**config.mk**
```make
export PLATFORM = sky130hd
export DESIGN_NAME = lbs_back
export DESIGN_NICKNAME = d
export VERILOG_FILES = /design/src/rtl/core/lbs_pkg.sv /design/src/rtl/core/lbs_back.sv
export SDC_FILE = /design/constraint.sdc
export NUM_CORES = 2
export LEC_CHECK = 0
export ABC_AREA = 1
export ABC_CLOCK_PERIOD_IN_PS = 21000
export BUFFER_PORTS_ARGS = -buffer_cell sky130_fd_sc_hd__buf_2
export CORE_ASPECT_RATIO = 2
export CORE_MARGIN = 8
export CORE_UTILIZATION = 35
export DETAILED_ROUTE_END_ITERATION = 6
export GPL_ROUTABILITY_DRIVEN = 0
export PLACE_DENSITY = 0.49
export SYNTH_ARGS = -nofsm -noshare
export SYNTH_HDL_FRONTEND = slang
export SYNTH_SLANG_ARGS = --single-unit
```
**constraint.sdc**
```tcl
create_clock -name clock -period 21 [get_ports clock]
set_clock_uncertainty 0.2 [all_clocks]
set_input_delay 3.15 -clock clock [delete_from_list [all_inputs] [get_ports clock]]
set_output_delay 3.15 -clock clock [all_outputs]
set_load 0.05 [all_outputs]
```
**src/rtl/core/lbs_pkg.sv**
```systemverilog
// Shared types and constants for the linear blend skinning block.
// Used by every module under rtl/core; depends on nothing.
package lbs_pkg;

   localparam int unsigned ElemsPerBone = 12;
   localparam int unsigned AccWidth     = 48;
   localparam logic        KindPalette  = 1'b0;
   localparam logic        KindInfluence = 1'b1;

   typedef struct packed {
      logic               kind;
      logic [5:0]         bone;
      logic [3:0]         matrix_element;
      logic signed [31:0] matrix_value;
      logic [15:0]        vertex_index;
      logic signed [31:0] pos_x;
      logic signed [31:0] pos_y;
      logic signed [31:0] pos_z;
      logic [16:0]        weight;
      logic               last_influence;
   } req_type;

   typedef struct packed {
      logic [15:0]        out_index;
      logic signed [31:0] out_x;
      logic signed [31:0] out_y;
      logic signed [31:0] out_z;
   } rsp_type;

   // Classified influence passed from the front end to the back end
   typedef struct packed {
      logic               bone_ok;
      logic [5:0]         bone;
      logic [15:0]        vertex_index;
      logic signed [31:0] pos_x;
      logic signed [31:0] pos_y;
      logic signed [31:0] pos_z;
      logic [16:0]        weight;
      logic               last_influence;
   } job_type;

endpackage

```
**src/rtl/core/lbs_back.sv**
```systemverilog
// Back end: per-influence sequencer with one shared 33x33 multiplier,
// accumulators and a result register. Depends on lbs_pkg.
module lbs_back
   import lbs_pkg::*;
#(
   parameter int unsigned FRAC_BITS = 16,
   parameter int unsigned AddrWidth = 10
) (
   input  logic                 clock,
   input  logic                 reset,
   input  logic                 job_valid,
   output logic                 job_take,
   input  job_type              job_data,
   output logic                 busy,
   output logic [AddrWidth-1:0] pal_raddr,
   input  logic signed [31:0]   pal_rdata,
   output logic                 rsp_valid,
   input  logic                 rsp_stall,
   output rsp_type              rsp_data
);

   localparam logic [2:0] StIdle = 3'd0;
   localparam logic [2:0] StMul  = 3'd1;
   localparam logic [2:0] StSum  = 3'd2;
   localparam logic [2:0] StWgt  = 3'd3;
   localparam logic [2:0] StWgh  = 3'd4;
   localparam logic [2:0] StCon  = 3'd5;
   localparam logic [2:0] StAcc  = 3'd6;
   localparam logic [2:0] StOut  = 3'd7;

   localparam int unsigned PW = 66;
   localparam logic signed [AccWidth-1:0] AccMax = {1'b0, {(AccWidth-1){1'b1}}};
   localparam logic signed [AccWidth-1:0] AccMin = {1'b1, {(AccWidth-1){1'b0}}};

   logic [2:0]  st_ff, st_in;
   logic [1:0]  col_ff, col_in;     // output column
   logic [1:0]  row_ff, row_in;     // matrix row 0..3
   logic        rdv_ff;             // palette read data valid
   logic        first_ff, first_in;
   job_type     job_ff;
   logic [16:0] w_ff;
   logic signed [PW-1:0]       sum_ff, sum_in;      // sum of x*m products
   logic signed [AccWidth-1:0] t_ff;
   logic [AccWidth-1:0]        tmag;                // |t|
   logic signed [31:0]         tr_ff;               // translation element
   logic signed [AccWidth-1:0] acc_ff [3];
   logic signed [AccWidth-1:0] cont_ff;
   logic signed [65:0]         prod;
   logic [39:0]                prod_ff;             // weight partial product
   logic [40:0]                plo_ff;              // low partial product, rounded
   logic signed [32:0]         ma, mb;
   logic                       wneg_ff;
   rsp_type                    rsp_ff;
   logic                       rsp_valid_ff, rsp_valid_in;

   assign busy = st_ff != StIdle;

   // Palette read address
   assign pal_raddr = AddrWidth'(32'(job_ff.bone) * ElemsPerBone
                      + 32'(row_ff) * 3 + 32'(col_ff));

   assign tmag = t_ff[AccWidth-1] ? AccWidth'(-t_ff) : AccWidth'(t_ff);

   // Shared multiplier operands; weight product is split into two 24-bit halves
   logic signed [31:0] pos_sel;
   logic signed [31:0] mval;
   always_comb begin
      unique case (row_ff)
         2'd0:    pos_sel = job_ff.pos_x;
         2'd1:    pos_sel = job_ff.pos_y;
         default: pos_sel = job_ff.pos_z;
      endcase
      mval = job_ff.bone_ok ? pal_rdata : '0;
      unique case (st_ff)
         StWgt: begin
            ma = {9'b0, tmag[23:0]};
            mb = {16'b0, w_ff};
         end
         StWgh: begin
            ma = {9'b0, tmag[47:24]};
            mb = {16'b0, w_ff};
         end
         default: begin
            ma = {pos_sel[31], pos_sel};
            mb = {mval[31], mval};
         end
      endcase
   end

   assign prod = ma * mb;

   // Rounded, saturated transform result
   logic signed [PW-1:0] rnd;
   logic signed [PW-1:0] tsum;
   always_comb begin
      rnd  = (sum_ff + (PW'(1) <<< (FRAC_BITS - 1))) >>> FRAC_BITS;
      tsum = rnd + PW'(tr_ff);
   end

   // Weighted magnitude, rounded; accumulator update
   logic [63:0] wsum;
   logic [AccWidth-1:0] mag;
   logic signed [AccWidth-1:0] accbase;
   logic signed [AccWidth:0] accsum;
   logic [1:0] ai;
   assign ai = col_ff;
   always_comb begin
      wsum    = (64'(prod_ff) << 24) + 64'(plo_ff);
      mag     = wsum[AccWidth+15:16];
      accbase = first_ff ? '0 : acc_ff[ai];
      accsum  = (AccWidth+1)'(accbase) + (AccWidth+1)'(cont_ff);
   end

   always_comb begin
      st_in    = st_ff;
      col_in   = col_ff;
      row_in   = row_ff;
      sum_in   = sum_ff;
      first_in = first_ff;
      job_take = 1'b0;
      unique case (st_ff)
         StIdle: begin
            if (job_valid) begin
               job_take = 1'b1;
               st_in    = StMul;
               col_in   = '0;
               row_in   = '0;
               sum_in   = '0;
            end
         end
         StMul: begin
            // read addressed in previous cycle arrives when rdv_ff
            if (rdv_ff) begin
               if (row_ff == 2'd3) st_in = StSum;
               else begin
                  row_in = row_ff + 2'd1;
                  sum_in = sum_ff + prod;
               end
            end
         end
         StSum:  st_in = StWgt;
         StWgt:  st_in = StWgh;
         StWgh:  st_in = StCon;
         StCon:  st_in = StAcc;
         StAcc: begin
            if (col_ff == 2'd2) begin
               st_in    = StOut;
               first_in = job_ff.last_influence;
            end else begin
               col_in = col_ff + 2'd1;
               row_in = '0;
               sum_in = '0;
               st_in  = StMul;
            end
         end
         StOut: begin
            if (!job_ff.last_influence || !rsp_valid_ff || !rsp_stall) st_in = StIdle;
         end
         default: st_in = StIdle;
      endcase
   end

   // Result valid: cleared when taken, set when a new vertex is presented
   always_comb begin
      rsp_valid_in = rsp_valid_ff && rsp_stall;
      if (st_ff == StOut && job_ff.last_influence && (!rsp_valid_ff || !rsp_stall))
         rsp_valid_in = 1'b1;
   end

   always_ff @(posedge clock) begin
      if (reset) begin
         st_ff        <= StIdle;
         first_ff     <= 1'b1;
         rsp_valid_ff <= 1'b0;
         col_ff       <= '0;
         row_ff       <= '0;
         rdv_ff       <= 1'b0;
      end else begin
         st_ff        <= st_in;
         first_ff     <= first_in;
         col_ff       <= col_in;
         // a row advance re-addresses, so the registered palette read is not yet valid
         rdv_ff       <= (st_in == StMul) && (row_in == row_ff) && (st_ff == StMul) && !rdv_ff;
         row_ff       <= row_in;
         rsp_valid_ff <= rsp_valid_in;
      end
   end

   // Datapath registers
   logic signed [31:0] sat [3];
   always_comb begin
      for (int i = 0; i < 3; i++) begin
         if (acc_ff[i] > AccWidth'(64'sd2147483647)) sat[i] = 32'h7fffffff;
         else if (acc_ff[i] < -AccWidth'(64'sd2147483648)) sat[i] = 32'h80000000;
         else sat[i] = acc_ff[i][31:0];
      end
   end

   always_ff @(posedge clock) begin
      if (reset) begin
         acc_ff[0] <= '0;
         acc_ff[1] <= '0;
         acc_ff[2] <= '0;
      end else if (st_ff == StAcc) begin
         if (accsum > (AccWidth+1)'(AccMax)) acc_ff[ai] <= AccMax;
         else if (accsum < (AccWidth+1)'(AccMin)) acc_ff[ai] <= AccMin;
         else acc_ff[ai] <= accsum[AccWidth-1:0];
      end
   end

   always_ff @(posedge clock) begin
      if (job_take) begin
         job_ff <= job_data;
         w_ff   <= (job_data.weight > 17'd65536) ? 17'd65536 : job_data.weight;
      end
      sum_ff  <= sum_in;
      prod_ff <= prod[39:0];
      if (st_ff == StMul && rdv_ff && row_ff == 2'd3) tr_ff <= mval;
      if (st_ff == StSum) begin
         wneg_ff <= tsum[PW-1];
         if (tsum > PW'(AccMax)) t_ff <= AccMax;
         else if (tsum < PW'(AccMin)) t_ff <= AccMin;
         else t_ff <= tsum[AccWidth-1:0];
      end
      // low half product is ready; keep it with the rounding constant
      if (st_ff == StWgh) plo_ff <= 41'(prod_ff) + 41'd32768;
      // both halves ready: signed contribution
      if (st_ff == StCon) cont_ff <= wneg_ff ? -$signed(mag) : $signed(mag);
      if (st_ff == StOut && (!rsp_valid_ff || !rsp_stall)) begin
         rsp_ff.out_index <= job_ff.vertex_index;
         rsp_ff.out_x     <= sat[0];
         rsp_ff.out_y     <= sat[1];
         rsp_ff.out_z     <= sat[2];
      end
   end

   assign rsp_valid = rsp_valid_ff;
   assign rsp_data  = rsp_ff;

endmodule

```
==> flow_summary.yaml <==
layout:
  layout-drive-gt1-share_pct: 6.79
  design_area_sq_um: 91600
  nets: 12100
  syn2layout_area_growth_pct: 9.46
outcome:
  violations: "design-rule violations"
  outcome: "finished, violations left"
floorplan:
  die_y_um: 707
  dieArea_sq_um: 256000
  io_pins: 298
  rows: 254
  start_util_pct: 35.1
  core-area_sq_um: 238000
  fp.dieW_um: 362
clocking:
  cts_resized: 0
  clock-root-buffer: "clkbuf_16"
  post-cts-setup-buffer-count: 0
  cts_tree: "done"
  clockBufferDepth: 3
  clk_transition_reported_paths_ns: 0.07
  clock_sinks: 713
  hold_buffers: 0
  worstSkewPairLatency_ns: 0.72
  cts_buffers: 76
  cts_max_level: 3
yosys:
  ys_ff_latch: 713
  yosysWarningCount: 0
  synthXorXnorAreaFrac_pct: 2.78
  async_flop_share_pct: 0
  synth.area.top_cells: "fa_1, edfxtp_1, inv_1, nand2_1, ha_1"
  ys.flop_type: "edfxtp_1"
  synth_cells: 10200
  syn_avg_cell_area_sq_um: 8.22
  yosys.area.top_type: "fa_1"
  synth_commonest_cells: "inv_1, nand2_1, nor2_1"
  yosysMostFrequentCell: "inv_1"
  synth_top_family_by_area: "adder cells"
  synth.distinct_cells: 69
  synth_compound_area_share_pct: 8.99
  seq_area_frac_synth_pct: 25.0
  synthAdderAreaFrac_pct: 33.3
  synth-edff-count: 661
  synthesis.nets: 11900
  synth-simple-area-share_pct: 18.6
  netlist_area_sq_um: 83600
  yosysTopAreaCellShare_pct: 27.0
  synthMuxAreaShare_pct: 0
timing:
  timing.fmax_mhz: 70.1
  rsz0062_at_grt: "false"
  tns_ns: 0
  final_max_slew_viol_count: 0
  fin_hold_ws_ns: 0.213
  setup_viol: 0
  hold_violations: 0
  tightest_slew_ns: 1.18
  min_period_over_period_pct: 67.9
  min_period_ns: 14.27
  relSlewSlack_pct: 20.9
global_routing:
  grt_pass1_vias: 71200
  grt_max_degree: 87
  grt_use_total_pct: 24.1
  grt_pass1_wl_um: 465000
  overflow: 0
  antenna_found_initial: 9
worst_setup_path:
  cp_common_cell: "inv_1"
  r2r-start: "st_ff[1]"
  cp-end-kind: "flop"
  path_max_fanout: 20
  arrival_ns: 14.52
  cpMaxStageDelayCell: "fa_1"
  slowest_delay_ns: 0.86
  r2r_cells: 45
  crit_path_start: "pal_rdata[7]"
  cp-start-kind: "input pin"
  crit_required_ns: 21.25
  path_class: "in2reg"
job:
  drv_cap: 0
routing:
  wl_per_cell_um: 23.1
  drc_errors: 8
  ant_nets: 0
  route.vias.total: 69800
  drtIter0Drc: 6136
  firstDrtPassIters: 7
  wl_um: 313000
  vias_per_cell: 5.15
place:
  port-buffer-count: 297
  placed_cell_area_sq_um: 89000
  hpwl_um: 257000
min_path:
  holdPathStages: 0
  hold_path.class: "reg2reg"
  min_from: "job_ff[124]"
layout by cell type (no fill, tap or decap), drive strengths merged, types with 52 or more instances in the layout:
master / instances
a21oi: 598
a31oi: 58
buf: 427
clkbuf: 92
dfxtp: 52
edfxtp: 661
fa: 1129
ha: 422
inv: 2192
nand2: 2027
nand3: 317
nand4: 87
nor2: 1199
nor3: 83
nor4: 64
o21ai: 493
xnor2: 73
xor2: 192
flip-flops by register name, indices dropped and copies added, names as in the netlist, named ones only:
register / count
row_ff: 2
rdv_ff: 1
wneg_ff: 1
sum_ff: 66
plo_ff: 25
st_ff: 3
cont_ff: 48
rsp_data: 112
ai: 2
first_ff: 1
job_ff: 120
w_ff: 17
tr_ff: 32
t_ff: 48
prod_ff: 40
acc_ff: 192
rsp_valid: 1
metrics by stage:
step	setup WS (ns)	utilization [%]	cells
floorplan	8.19	-	10200
global placement	6.16	37.3	13400
detailed placement	6.10	37.3	13400
CTS	6.82	38.4	13500
global route	6.08	38.4	13500
finish	6.73	38.4	13500
critical path, delay by kind of cell:
| kind | cells | cell delay (ns) |
|---|---|---|
| simple gates | 11 | 1.87 |
| fa+ha+maj | 10 | 5.91 |
| xor+xnor | 1 | 0.18 |
| compound gates | 8 | 1.41 |
| buf+inv | 11 | 1.91 |
final cells by class:
type / instances / area (sq um)
Inverter: 2204 / 8270
Multi-Input combinational cell: 6979 / 53500
Clock buffer: 92 / 2030
Fill cell: 24700 / 147000
Tap cell: 3072 / 3840
Clock inverter: 47 / 544
Antenna cell: 6 / 15.0
Sequential cell: 713 / 20900
Timing Repair Buffer: 427 / 2460
final timing paths:
path | endpoint | slack [ns]
max reg2reg | sum_ff[65] | 6.89
max | sum_ff[65] | 6.73
min reg2reg | rsp_data[106] | 0.21
min | rsp_data[106] | 0.21
cell families (layout without fill, tap and decap cells):
kind of cell,count (synthesis),count (layout)
AOI/OAI and AO/OA,1353,1353
xor gates and xnor gates,265,265
adders and majority gates,1551,1551
buffers and inverters,2480,2770
DFF,713,713
other,0,6
and+or+nand+nor,3810,3810
layer usage:
layer,wire length [um],GRT usage (%),vias up
li1,-,-,32100
met1,128000,31.6,34600
met2,145000,39.3,2475
met3,21200,3.40,580
met4,18000,11.4,6
met5,41,0,-
Power is left out: the tool's default activity adds up to more than one toggle a clock period on the data nets, which glitch-free logic cannot reach.
